$ cat config.mk
export PLATFORM = sky130hd
export DESIGN_NAME = xtea_cfg_regs
export DESIGN_NICKNAME = d
export VERILOG_FILES = /design/src/rtl/xtea_pkg.sv /design/src/rtl/xtea_cfg_regs.sv
export SDC_FILE = /design/constraint.sdc
export NUM_CORES = 1
export LEC_CHECK = 0
export ABC_AREA = 0
export ABC_CLOCK_PERIOD_IN_PS = 1000
export BUFFER_PORTS_ARGS = -buffer_cell sky130_fd_sc_hd__buf_4
export CELL_PAD_IN_SITES_DETAIL_PLACEMENT = 1
export CELL_PAD_IN_SITES_GLOBAL_PLACEMENT = 1
export CORE_MARGIN = 3
export CORE_UTILIZATION = 36
export CTS_BUF_LIST = sky130_fd_sc_hd__clkbuf_4
export CTS_CLUSTER_SIZE = 14
export DETAILED_ROUTE_END_ITERATION = 12
export PLACE_DENSITY_LB_ADDON = 0.1
export RECOVER_POWER = 25
export SETUP_SLACK_MARGIN = 0.5
export SLEW_MARGIN = 15
export SYNTH_ARGS = -nofsm -noshare
export SYNTH_HDL_FRONTEND = slang
export SYNTH_SLANG_ARGS = --single-unit
export TNS_END_PERCENT = 20
$ cat constraint.sdc
create_clock -name clk -period 1 [get_ports clk]
set_input_delay 0.2 -clock clk [delete_from_list [all_inputs] [get_ports clk]]
set_output_delay 0.2 -clock clk [all_outputs]
set_load 0.05 [all_outputs]
$ cat src/rtl/xtea_pkg.sv
// ----------------------------------------------------------------------------
// xtea_pkg
// Shared types, register codes and the round mixing function of the XTEA unit.
// ----------------------------------------------------------------------------
package xtea_pkg;

  localparam int WORD_W     = 32;
  localparam int CFG_IDX_W  = 3;
  localparam int MODE_W     = 2;

  localparam logic [WORD_W-1:0] XTEA_DELTA = 32'h9E3779B9;

  localparam logic [CFG_IDX_W-1:0] CFG_CIPHER_MODE = 3'd0;
  localparam logic [CFG_IDX_W-1:0] CFG_KEY_WORD_0  = 3'd1;
  localparam logic [CFG_IDX_W-1:0] CFG_KEY_WORD_1  = 3'd2;
  localparam logic [CFG_IDX_W-1:0] CFG_KEY_WORD_2  = 3'd3;
  localparam logic [CFG_IDX_W-1:0] CFG_KEY_WORD_3  = 3'd4;

  localparam logic [MODE_W-1:0] MODE_PASS = 2'd0;
  localparam logic [MODE_W-1:0] MODE_XTEA = 2'd1;

  localparam logic OP_ENCRYPT = 1'b0;
  localparam logic OP_DECRYPT = 1'b1;

  localparam logic STATUS_DONE        = 1'b0;
  localparam logic STATUS_UNSUPPORTED = 1'b1;

  typedef logic [3:0][WORD_W-1:0] xtea_key_t;

  typedef struct packed {
    logic [MODE_W-1:0] cipher_mode;
    xtea_key_t         key;
  } xtea_cfg_t;

  typedef struct packed {
    logic              op;
    logic [WORD_W-1:0] block_word_0;
    logic [WORD_W-1:0] block_word_1;
    logic [WORD_W-1:0] block_word_2;
    logic [WORD_W-1:0] block_word_3;
  } xtea_in_t;

  typedef struct packed {
    logic [WORD_W-1:0] result_word_0;
    logic [WORD_W-1:0] result_word_1;
    logic [WORD_W-1:0] result_word_2;
    logic [WORD_W-1:0] result_word_3;
    logic              status;
  } xtea_out_t;

  // one pipeline slot: control bits plus the four data words
  typedef struct packed {
    logic                   valid;
    logic                   op;
    logic                   run;
    logic                   status;
    logic [3:0][WORD_W-1:0] v;
  } xtea_lane_t;

  function automatic logic [WORD_W-1:0] xtea_mix(input logic [WORD_W-1:0] x);
    xtea_mix = ((x << 4) ^ (x >> 5)) + x;
  endfunction

endpackage

$ cat src/rtl/xtea_cfg_regs.sv
// ----------------------------------------------------------------------------
// xtea_cfg_regs
// Mode and key registers behind the plain write port. Unknown indexes ignored.
// ----------------------------------------------------------------------------
module xtea_cfg_regs (
  input  logic                             clk,
  input  logic                             rst,
  input  logic                             cfg_we,
  input  logic [xtea_pkg::CFG_IDX_W-1:0]   cfg_index,
  input  logic [xtea_pkg::WORD_W-1:0]      cfg_data,
  output xtea_pkg::xtea_cfg_t              cfg
);
  import xtea_pkg::*;

  xtea_cfg_t cfg_next;

  always_comb begin
    cfg_next = cfg;
    if (cfg_we) begin
      case (cfg_index)
        CFG_CIPHER_MODE: cfg_next.cipher_mode = cfg_data[MODE_W-1:0];
        CFG_KEY_WORD_0:  cfg_next.key[0] = cfg_data;
        CFG_KEY_WORD_1:  cfg_next.key[1] = cfg_data;
        CFG_KEY_WORD_2:  cfg_next.key[2] = cfg_data;
        CFG_KEY_WORD_3:  cfg_next.key[3] = cfg_data;
        default:         cfg_next = cfg;
      endcase
    end
  end

  always_ff @(posedge clk) begin
    if (rst) begin
      cfg <= '0;
    end else begin
      cfg <= cfg_next;
    end
  end

endmodule

==> impl_metrics.env <==
export IMPL_die_width_um=126
export IMPL_dpl_instance_area_um2=6910
export IMPL_slowest_delay_ps=380
export IMPL_die_area_um2=15900
export IMPL_final_max_slew_violation_count=0
export IMPL_cts_root_buf="sky130_fd_sc_hd__clkbuf_4"
export IMPL_reg2reg_slack_ps=170
export IMPL_cp_data_required_time_ps=800
export IMPL_hold_start="cfg_data[25]"
export IMPL_fin_area_um2=8470
export IMPL_worstSetupEndpointType="output pin"
export IMPL_ff2ff_path_depth=4
export IMPL_synth_nets=500
export IMPL_area_occupied_by_multi_input_gates_um2=2520
export IMPL_worst_setup_hold_path_clk_slew_ps=110
export IMPL_maximum_number_of_pins_on_one_net_before_global_route_repair=49
export IMPL_path_buf_inv=1
export IMPL_vdd_ir_drop_max_uv=548
export IMPL_register_area_um2=2780
export IMPL_antenna_diode_count=0
export IMPL_achievable_frequency_ghz=0.792
export IMPL_grt_ovfl_total=0
export IMPL_largest_register="cfg"
export IMPL_largest_register_ff_count=130
export IMPL_min_delay_worst_endpoint="cfg[89]"
export IMPL_total_power_uw=10000
export IMPL_worst_skew_pair_late_latency_ps=520
export IMPL_synthDistinctLibCells=12
export IMPL_yosys_register_bits=130
export IMPL_leakage_uw=0.00402
export IMPL_cp_top_family="flip-flops"
export IMPL_worst_hold_slack_ps=-5.35
export IMPL_power_frac_comb_pct=15.4
export IMPL_number_of_warnings_issued_by_yosys=0
export IMPL_max_slew_headroom_pct=82.6
export IMPL_area_delta_synth_final_pct=63.1
export IMPL_clock_tree_from_tritoncts="yes"
export IMPL_switching_power_uw=2740
export IMPL_largest_registers_in_the_final_layout="cfg: 130 flops"
export IMPL_rsz0062_at_grt="yes"
export IMPL_worstReg2RegStart="cfg[27]"
export IMPL_h_tree_depth=4
export IMPL_fillCellCount=1445
export IMPL_timing_final_crit_period_ps=1260
export IMPL_setup_viol=130
export IMPL_outcome="complete, but fails checks"
export IMPL_layout_cells_most_common_list="sky130_fd_sc_hd__nand2b_1, sky130_fd_sc_hd__mux2i_1, sky130_fd_sc_hd__buf_8"
export IMPL_drt_iter0_markers=128
export IMPL_cts_max_path_bufs=2
export IMPL_worst_path_max_fanout=2
export IMPL_route_vias_total=4018
export IMPL_critPathLaunchType="flop"
export IMPL_power_sequential_fraction_pct=54.0
export IMPL_syn_area_per_cell_um2=11.2
export IMPL_finalHoldViolations=1
export IMPL_final_layout_size_suffix_gt1_share_pct=57.0
export IMPL_crit_reg2reg_capture="cfg[27]"
export IMPL_layout_commonest_cell="sky130_fd_sc_hd__nand2b_1"
export IMPL_internal_power_uw=7260
export IMPL_portBuffers=167
export IMPL_skew_ps=0
export IMPL_netlist_area_um2=5190
export IMPL_grt_usage_pct=19.3
export IMPL_synthesis_instances=462
export IMPL_power_share_clock_pct=30.6
export IMPL_floorplan_rows=43
export IMPL_wire_per_inst_um=17.6
export IMPL_ant_nets=0
export IMPL_cts_inserted_buffers=17
export IMPL_finish_cell_count_without_fillers=859
export IMPL_min_delay_path_depth=3
export IMPL_gp_routability_congestion=0.760
export IMPL_crit_arrival_ps=1060
export IMPL_final_net_count=705
export IMPL_worstMarginPinSlew_ps=262
export IMPL_final_min_period_over_clock_period_pct=126
export IMPL_number_of_antenna_violations_at_the_first_check_in_global_routing=0
export IMPL_initial_utilization_pct=37.1
export IMPL_drc_errors=0
export IMPL_critical_path_slowest_cell="sky130_fd_sc_hd__dfxtp_2"
export IMPL_powerDensity_nw_per_um2=1180
export IMPL_fp_coreArea_um2=14000
export IMPL_power_switching_share_pct=27.4
export IMPL_clock_sinks=130
export IMPL_layout_setup_ws_ps=-263
export IMPL_first_global_vias=4503
export IMPL_routed_via_density=4.68
export IMPL_crit_chain="buf_8"
export IMPL_min_path_type="input pin to flop"
export IMPL_detail_route_first_pass_iterations=6
export IMPL_grt_first_pass_wirelength_mm=24.1
export IMPL_chipHeight_um=126
export IMPL_violations="hold timing, setup timing"
export IMPL_placed_cells=797
export IMPL_ioPinCount=168
export IMPL_dp_hpwl_mm=10.0
export IMPL_max_cap_violations=0
export IMPL_ys_seq_area_share_pct=50.1
export IMPL_finalWirelength_mm=15.1
export IMPL_timing_setup_critical_path_class="flop to output pin"
[metal layers]
metal  up-vias  wire length (µm)  share of wire (%)  track usage [%]
met5         -                 0                  0                0
met4         0               193                1.3             5.87
met3        17               944                6.2             6.87
met2       110              7890                 52             33.4
met1      1953              6110                 40             22.3
li1       1938                 -                  -                -
[power by group through the flow]
stage / Combinational (µW) / Clock [µW] / Sequential, µW
final: 1540 / 3060 / 5400
after global routing: 1620 / 3460 / 5420
after CTS: 1510 / 3170 / 5410
after detailed placement: 1340 / 0 / 5490
after global placement: 1320 / 0 / 5490
after floorplan: 473 / 0 / 5870
[final cells by class]
type	instances	share of cell area, %
repair buffers	219	32.1
clock inverters	11	0.842
multi-input cells	299	29.8
clock buffers	20	1.77
well taps	180	2.66
flip-flops and latches	130	32.8
[synthesized netlist by cell type, drive strengths merged]
cell type / number / area, µm²
and4bb: 2 / 25.0
nand2b: 162 / 1010
dfxtp: 130 / 2600
nand4b: 1 / 15.0
clkbuf: 16 / 60.1
nand4bb: 3 / 33.8
or4b: 1 / 13.8
buf: 17 / 130
mux2i: 130 / 1300
[stage by stage]
step           util [%]  setup WS, ps  setup TNS [ps]
5_1_grt            60.6          -351          -42480
2_1_floorplan         -          22.5               0
4_1_cts            59.2          -315          -37780
3_5_place_dp       49.4          -214          -14140
6_report           60.6          -263          -31440
3_3_place_gp       49.4          -147           -9720
[cell families (layout without fill, tap and decap cells)]
| group | Yosys count | in the layout | synth area share [%] |
|---|---|---|---|
| buffers and inverters | 33 | 250 | 3.66 |
| flip-flops | 130 | 130 | 50.1 |
| multiplexers | 130 | 130 | 25.0 |
| AND/OR/NAND/NOR | 169 | 169 | 21.2 |
[timing repair]
item,CTS,global route
setup endpoints to repair,260,260
gates resized for setup,341,19
endpoints found under the hold margin,67,31
buffers inserted,15,16
[how the worst max path moves through the flow]
stage	start	slack, ps	depth (start not counted)	end
finish	cfg[38]	-260	1	cfg[38]
global route	cfg[49]	-350	1	cfg[49]
global placement	cfg_index[0]	-150	3	cfg[128]
CTS	cfg[60]	-310	1	cfg[60]
floorplan	cfg_index[0]	20	2	cfg[128]
detailed placement	cfg_index[2]	-210	4	cfg[21]
Power figures use the tool's default switching activity.
