==> config.mk <==
export PLATFORM = sky130hd
export DESIGN_NAME = xtea_round_stage
export DESIGN_NICKNAME = d
export VERILOG_FILES = /design/src/rtl/xtea_pkg.sv /design/src/rtl/xtea_round_stage.sv
export SDC_FILE = /design/constraint.sdc
export NUM_CORES = 1
export LEC_CHECK = 0
export ABC_AREA = 1
export BUFFER_PORTS_ARGS = -buffer_cell sky130_fd_sc_hd__buf_4
export CAP_MARGIN = 5
export CORE_MARGIN = 8
export CORE_UTILIZATION = 50
export DETAILED_ROUTE_END_ITERATION = 8
export GPL_ROUTABILITY_DRIVEN = 0
export MAX_ROUTING_LAYER = met4
export PLACE_DENSITY = 0.77
export SLEW_MARGIN = 15
export SYNTH_ARGS = -nofsm -noshare
export SYNTH_HDL_FRONTEND = slang
export SYNTH_SLANG_ARGS = --single-unit
export TNS_END_PERCENT = 50
==> constraint.sdc <==
create_clock -name clk -period 10.3 [get_ports clk]
set_clock_uncertainty 0.15 [all_clocks]
set_input_delay 2.06 -clock clk [delete_from_list [all_inputs] [get_ports clk]]
set_output_delay 2.06 -clock clk [all_outputs]
set_load 0.02 [all_outputs]
==> src/rtl/xtea_pkg.sv <==
// ----------------------------------------------------------------------------
// xtea_pkg
// Shared types, register codes and the round mixing function of the XTEA unit.
// ----------------------------------------------------------------------------
package xtea_pkg;

  localparam int WORD_W     = 32;
  localparam int CFG_IDX_W  = 3;
  localparam int MODE_W     = 2;

  localparam logic [WORD_W-1:0] XTEA_DELTA = 32'h9E3779B9;

  localparam logic [CFG_IDX_W-1:0] CFG_CIPHER_MODE = 3'd0;
  localparam logic [CFG_IDX_W-1:0] CFG_KEY_WORD_0  = 3'd1;
  localparam logic [CFG_IDX_W-1:0] CFG_KEY_WORD_1  = 3'd2;
  localparam logic [CFG_IDX_W-1:0] CFG_KEY_WORD_2  = 3'd3;
  localparam logic [CFG_IDX_W-1:0] CFG_KEY_WORD_3  = 3'd4;

  localparam logic [MODE_W-1:0] MODE_PASS = 2'd0;
  localparam logic [MODE_W-1:0] MODE_XTEA = 2'd1;

  localparam logic OP_ENCRYPT = 1'b0;
  localparam logic OP_DECRYPT = 1'b1;

  localparam logic STATUS_DONE        = 1'b0;
  localparam logic STATUS_UNSUPPORTED = 1'b1;

  typedef logic [3:0][WORD_W-1:0] xtea_key_t;

  typedef struct packed {
    logic [MODE_W-1:0] cipher_mode;
    xtea_key_t         key;
  } xtea_cfg_t;

  typedef struct packed {
    logic              op;
    logic [WORD_W-1:0] block_word_0;
    logic [WORD_W-1:0] block_word_1;
    logic [WORD_W-1:0] block_word_2;
    logic [WORD_W-1:0] block_word_3;
  } xtea_in_t;

  typedef struct packed {
    logic [WORD_W-1:0] result_word_0;
    logic [WORD_W-1:0] result_word_1;
    logic [WORD_W-1:0] result_word_2;
    logic [WORD_W-1:0] result_word_3;
    logic              status;
  } xtea_out_t;

  // one pipeline slot: control bits plus the four data words
  typedef struct packed {
    logic                   valid;
    logic                   op;
    logic                   run;
    logic                   status;
    logic [3:0][WORD_W-1:0] v;
  } xtea_lane_t;

  function automatic logic [WORD_W-1:0] xtea_mix(input logic [WORD_W-1:0] x);
    xtea_mix = ((x << 4) ^ (x >> 5)) + x;
  endfunction

endpackage

==> src/rtl/xtea_round_stage.sv <==
// ----------------------------------------------------------------------------
// xtea_round_stage
// One registered Feistel half-round for both 64-bit blocks, either direction.
// ----------------------------------------------------------------------------
module xtea_round_stage #(
  parameter int CYCLE_COUNT = 32,
  parameter int STAGE       = 0
) (
  input  logic                 clk,
  input  logic                 rst,
  input  xtea_pkg::xtea_key_t  key,
  input  xtea_pkg::xtea_lane_t lane_in,
  output xtea_pkg::xtea_lane_t lane_out
);
  import xtea_pkg::*;

  localparam int ODD      = STAGE % 2;
  localparam int PAIR     = STAGE / 2;
  localparam int ENC_MULT = PAIR + ODD;
  localparam int DEC_MULT = CYCLE_COUNT - PAIR - ODD;

  localparam logic [63:0] ENC_PROD = 64'(ENC_MULT) * 64'(XTEA_DELTA);
  localparam logic [63:0] DEC_PROD = 64'(DEC_MULT) * 64'(XTEA_DELTA);
  localparam logic [WORD_W-1:0] ENC_SUM = ENC_PROD[WORD_W-1:0];
  localparam logic [WORD_W-1:0] DEC_SUM = DEC_PROD[WORD_W-1:0];

  // even stages: encrypt updates v0 keyed by sum[1:0], decrypt updates v1 by sum[12:11]
  localparam logic [1:0] ENC_KEY_IDX = (ODD != 0) ? ENC_SUM[12:11] : ENC_SUM[1:0];
  localparam logic [1:0] DEC_KEY_IDX = (ODD != 0) ? DEC_SUM[1:0] : DEC_SUM[12:11];
  localparam logic       STAGE_ODD   = (ODD != 0);

  xtea_lane_t        lane_next;
  logic              dst_hi;
  logic [WORD_W-1:0] kc;

  always_comb begin
    logic [WORD_W-1:0] src;
    logic [WORD_W-1:0] dst;
    logic [WORD_W-1:0] t;
    logic [WORD_W-1:0] nd;
    lane_next = lane_in;
    dst_hi    = STAGE_ODD ^ lane_in.op;
    kc        = (lane_in.op == OP_DECRYPT) ? (DEC_SUM + key[DEC_KEY_IDX])
                                           : (ENC_SUM + key[ENC_KEY_IDX]);
    for (int b = 0; b < 2; b++) begin
      src = dst_hi ? lane_in.v[2*b]   : lane_in.v[2*b+1];
      dst = dst_hi ? lane_in.v[2*b+1] : lane_in.v[2*b];
      t   = xtea_mix(src) ^ kc;
      nd  = (lane_in.op == OP_DECRYPT) ? (dst - t) : (dst + t);
      if (lane_in.run) begin
        if (dst_hi) begin
          lane_next.v[2*b+1] = nd;
        end else begin
          lane_next.v[2*b] = nd;
        end
      end
    end
  end

  always_ff @(posedge clk) begin
    if (rst) begin
      lane_out.valid <= 1'b0;
    end else begin
      lane_out.valid <= lane_next.valid;
    end
    lane_out.op     <= lane_next.op;
    lane_out.run    <= lane_next.run;
    lane_out.status <= lane_next.status;
    lane_out.v      <= lane_next.v;
  end

endmodule

==> metrics.txt, run 1 <==
CP endpoint kind=flip-flop; Gate Count Post-Synth=2928; CTS tree=built; warnings from Yosys=0; post-synthesis sequential area ratio=15.6%; largest net degree at the start of global routing=120; total gr overflow=0; Starting DRT DRC Count=1676; core area=33400 um^2; ys async rst share=0%; syn nets=3325; vias in the first global route=18600; largest registers=lane_out: 132 flops; Yosys top cell by area=nand2_1; Clock Tree Root=clkbuf_16; H-tree Lvls=4; CTS clk-pin slew, worst paths=0.06 ns; Clock Tree Buf Depth=2; layout cells sized above 1=13.0%; Post-Syn Area=16900 um^2; hold path start=lane_in[128]; setup bufs post-CTS=0; fin crit share=85.6%; DRT Pass-1 Iters=6; CP arrival=9.05 ns; dpl cell area=19700 um^2; Main synth FF type=dfxtp_1; DP Wirelength=49400 um; Crit Path Max Fanout=119; I/O Buffers=329; Hold Fails Final Rpt=0; Worst Tran Pin Value=1.06 ns; Yosys reg bits=132; TNS Setup=0 ns; cts hold-fix bufs=0; Critical Path RT=10.53 ns; Simple-Gate Fraction of Synth Area=33.5%; drc violations=0; final core utilization=60.7%; I/O pins=394; XOR/XNOR Fraction of Synth Area=11.0%; Post-layout nets=3610; RSZ-0062 raised after global routing=false; row cnt=67; number of synthesized flops with an enable pin=0; Synth Area in Adders=10.2%; Final Power=4.08 mW; Critical Path Start Type=input port; worst hold path depth=1; cell with the most instances after synthesis=nand2_1; pwr dens=201 nW/um^2; Post-synth top cells=nand2_1, inv_1, o21ai_0, nand3_1, nor2_1; fin crit period=8.82 ns; top cell type's share of synthesized area=19.3%; starting density of the core=50.6%; status=finished clean; Vias/cell=5.38; P_leak=11.3 nW; initial antenna violation count=5; # Max-Cap Violations=0; WHS Endpoint=lane_out[128]$_DFF_P_; Top reg by flops=lane_out; final instance area=20300 um^2; Rel. slew slack=28.6%; syn_area_per_cell=5.78 um^2; main area contributors after synthesis=nand2_1, dfxtp_1, inv_1; number of flip-flops under the largest register name=132; Die H=200 um; clock sinks=132; routed len/inst=16.0 um; final worst slack=1.48 ns; CP Class=input port to flip-flop; Slew Limit Fails=0; Final ANT Viol Nets=0; setup violators final=0; Place WS=1.20 ns; peak supply drop=0.137 mV; Die Wd=200 um; Compound-Gate Fraction of Synth Area=17.3%; Syn-to-layout area delta=20.0%; TritonCTS buffer count=17; gr usage total=29.2%; post-CTS sizing=0; drt total wl=58800 um; vias post-DR=19800; Distinct cells, synth=48; Hold Path Class=input port to flip-flop; mux contribution to synthesized area=0%; Die ar.=40000 um^2; first-pass GRT wire length=91100 um; Fmax=113 MHz; largest family of logic cells by synthesized area=simple AND/OR/NAND/NOR gates
per-layer routing:
layer | up-vias | wire length, um | part of all wire, % | GRT usage, %
met1 | 8860 | 24200 | 41 | 35.4
met4 | 0 | 2580 | 4.4 | 13.1
met5 | - | 0 | 0 | -
met2 | 834 | 27600 | 47 | 48.6
li1 | 9924 | - | - | -
met3 | 166 | 4410 | 7.5 | 3.08
cells in the final DEF, fill, tap and decap left out, types with 23 or more instances in the layout:
master,instances
a21oi_1,143
ha_1,131
xnor2_1,58
nand3_1,186
dfxtp_1,132
buf_4,335
xor2_1,151
o21ai_0,313
inv_1,476
nand3b_1,26
nor2_1,174
nand4_1,26
nor3_1,23
nand2_1,870
per-stage QoR:
step           std cells  hold slack [ns]
2_1_floorplan       2928             1.94
3_3_place_gp        3642             2.01
3_5_place_dp        3642             2.02
4_1_cts             3674             1.56
5_1_grt             3678             1.56
6_report            3678             1.58
how the worst max path moves through the flow:
stage	start	end	slack [ns]	cells after the start
global route	lane_in[130]	lane_out[126]$_DFF_P_	0.90	30
detailed placement	lane_in[130]	lane_out[28]$_DFF_P_	1.20	28
global placement	lane_in[130]	lane_out[28]$_DFF_P_	1.37	28
floorplan	lane_in[130]	lane_out[126]$_DFF_P_	2.28	43
finish	lane_in[130]	lane_out[28]$_DFF_P_	1.48	28
CTS	lane_in[130]	lane_out[28]$_DFF_P_	1.65	28
layout make-up:
type | count | area (um^2)
Sequential cell | 132 | 2640
Clock buffer | 18 | 429
Clock inverter | 14 | 151
Timing Repair Buffer | 336 | 2530
Multi-Input combinational cell | 2249 | 12200
Tap cell | 448 | 561
Inverter | 477 | 1790
Fill cell | 3190 | 13200
Antenna cell | 4 | 10.0
critical path, stage by stage:
cell       delay (ns)
clkbuf_8         0.50
buf_4            0.68
o21ai_0          0.57
xor2_1           0.32
ha_1             0.37
a21oi_1          0.24
o21ai_0          0.17
a21oi_1          0.15
inv_1            0.07
a21oi_1          0.15
xor2_1           0.35
nand2_1          0.13
nor2_2           0.17
nand3_2          0.11
nand2_1          0.09
xor2_1           0.20
ha_1             0.29
a21oi_1          0.15
inv_1            0.06
a31oi_1          0.27
nor3_1           0.08
a2111oi_0        0.57
o211ai_1         0.39
a31o_2           0.31
or2_2            0.28
nand3_1          0.07
o21ai_0          0.11
inv_1            0.08
where the power goes:
group          internal (mW)  total, mW  switching, mW
Combinational           1.02       2.81           1.79
Sequential             0.642      0.677         0.0349
Clock                  0.358      0.598          0.239
cell families after synthesis:
logic type | after synthesis
and+or+nand+nor | 1359
buffers and inverters | 547
AOI/OAI and AO/OA | 544
xor gates and xnor gates | 211
adders and majority gates | 135
DFF | 132
(Power assumes the default switching activity.)
==> run 2: changes to the inputs <==
==> constraint.sdc (replaced) <==
create_clock -name clk -period 9.8 [get_ports clk]
set_clock_uncertainty 0.15 [all_clocks]
set_input_delay 1.96 -clock clk [delete_from_list [all_inputs] [get_ports clk]]
set_output_delay 1.96 -clock clk [all_outputs]
set_load 0.02 [all_outputs]
==> metrics.txt, run 2 (synthesized netlist as in run 1, its figures left out) <==
CP arrival=8.78 ns (-0.27 ns); Rel. slew slack=26.7% (-2.0 points); number of flip-flops under the largest register name=132 (unchanged); TNS Setup=0 ns (unchanged); Clock Tree Root=clkbuf_16; DP Wirelength=49300 um (-0.12%); Fmax=116 MHz; pwr dens=212 nW/um^2 (+5.3%); TritonCTS buffer count=17 (unchanged); RSZ-0062 raised after global routing=false; Critical Path RT=9.97 ns (-0.56 ns); most common cell after layout, fill and taps aside=nand2_1; initial antenna violation count=4 (-1); placed insts=3644 (+0.055%); fin crit share=87.9%; Vias/cell=5.38 (about the same); P_leak=11.4 nW (+0.12%); vias in the first global route=18600 (-0.17%); Die Wd=200 um (unchanged); I/O pins=394 (unchanged); commonest cells after routing, fill and taps aside=nand2_1, inv_1, buf_4, o21ai_0, nand3_1; CTS tree=built; Top reg by flops=lane_out; row cnt=67 (unchanged); Slew Limit Fails=0 (unchanged); routed len/inst=16.0 um (-0.12%); Syn-to-layout area delta=20.2%; FF/Latch Area=2640 um^2 (unchanged); final std cells w/o fill=3681 (+0.082%); Clock Tree Buf Depth=2 (unchanged); clock sinks=132 (unchanged); cell mode on critical path=nand2_1; core area=33400 um^2 (unchanged); starting density of the core=50.6% (unchanged); Critical Path Start Type=input port; total gr overflow=0 (unchanged); largest net degree at the start of global routing=115 (-4.2%); Critical Path Max Stage Delay=0.73 ns (+0.05 ns); first-pass GRT wire length=90500 um (-0.63%); DRT Pass-1 Iters=6 (unchanged); Final ANT Viol Nets=0 (unchanged); final core utilization=60.8% (+0.090 points); Die ar.=40000 um^2 (unchanged); Die H=200 um (unchanged); setup violators final=0 (unchanged); CTS clk-pin slew, worst paths=0.06 ns (about the same); peak supply drop=0.139 mV (+1.5%); CP Class=input port to flip-flop; Multi-input gate area=12200 um^2 (unchanged); Worst path slowest cell=o21ai_0; vias post-DR=19800 (+0.051%); Worst Tran Pin Value=1.09 ns (+0.0291 ns); CP endpoint kind=flip-flop; Starting DRT DRC Count=1756 (+4.8%); Filler cells=3178 (-0.38%); drt total wl=58800 um (about the same); setup bufs post-CTS=0 (unchanged); post-CTS sizing=0 (unchanged); H-tree Lvls=4 (unchanged); Post-layout nets=3612 (+0.055%); Hold Fails Final Rpt=0 (unchanged); # Max-Cap Violations=0 (unchanged); Crit Path Max Fanout=95 (-20%); drc violations=0 (unchanged); gr usage total=29.0% (-0.24 points); cts hold-fix bufs=0 (unchanged); fin crit period=8.61 ns; status=finished clean; I/O Buffers=329 (unchanged); largest registers=lane_out: 132 flops; Hold Path Class=input port to flip-flop; layout cells sized above 1=13.1% (+0.085 points)
## run 2: changes by cell type in the layout (fill, tap and decap cells not counted)
cell      change
clkinv_4      +2
inv_6         +1
buf_4         +2
clkinv_2      -2
clkbuf_1      -1
diode_2       +1
## run 2: final cells by class
class | count | area share (%)
Tap cell | 448 | 2.76
Clock inverter | 15 | 0.825
Inverter | 477 | 8.81
Antenna cell | 5 | 0.0615
Clock buffer | 17 | 2.09
Timing Repair Buffer | 338 | 12.5
Multi-Input combinational cell | 2249 | 59.9
Sequential cell | 132 | 13.0
## run 2: worst max-delay path: cells and delay by family
kind / cells / cell delay, ns
compound gates: 7 / 2.00
simple gates: 18 / 1.94
buf+inv: 6 / 1.16
fa+ha+maj: 3 / 0.91
xor+xnor: 3 / 0.77
## run 2: layer usage
metal	up-vias	GRT usage, %	share of wire [%]	wire length [um]
met5	-	-	0	0
li1	9922	-	-	-
met2	959	48.5	47	27400
met1	8734	34.4	40	23600
met4	0	14.0	4.8	2810
met3	179	3.19	8.5	4990
## run 2: stage by stage
| stage | setup slack (ns) | area [um^2] | power [mW] | hold slack (ns) |
|---|---|---|---|---|
| 3_5_place_dp | 0.901 | 19700 | 3.61 | 1.92 |
| 4_1_cts | 1.30 | 20300 | 4.26 | 1.46 |
| 5_1_grt | 0.624 | 20300 | 4.66 | 1.46 |
| 3_3_place_gp | 0.974 | 19700 | 3.53 | 1.91 |
| 6_report | 1.19 | 20300 | 4.31 | 1.48 |
| 2_1_floorplan | 1.88 | 16900 | 2.78 | 1.84 |
## run 2: report_power, final
part | total [mW] | internal (mW) | switching (mW) | leakage [nW]
combinational | 2.96 | 1.07 | 1.89 | 9.96
sequential | 0.712 | 0.675 | 0.0372 | 1.11
clock | 0.639 | 0.379 | 0.260 | 0.286
## run 2: final timing paths
kind,endpoint,startpoint,cells after the start,slack [ns]
hold / removal,lane_out[128]$_DFF_P_,lane_in[128],1,1.48
setup / recovery,lane_out[94]$_DFF_P_,lane_in[130],37,1.19
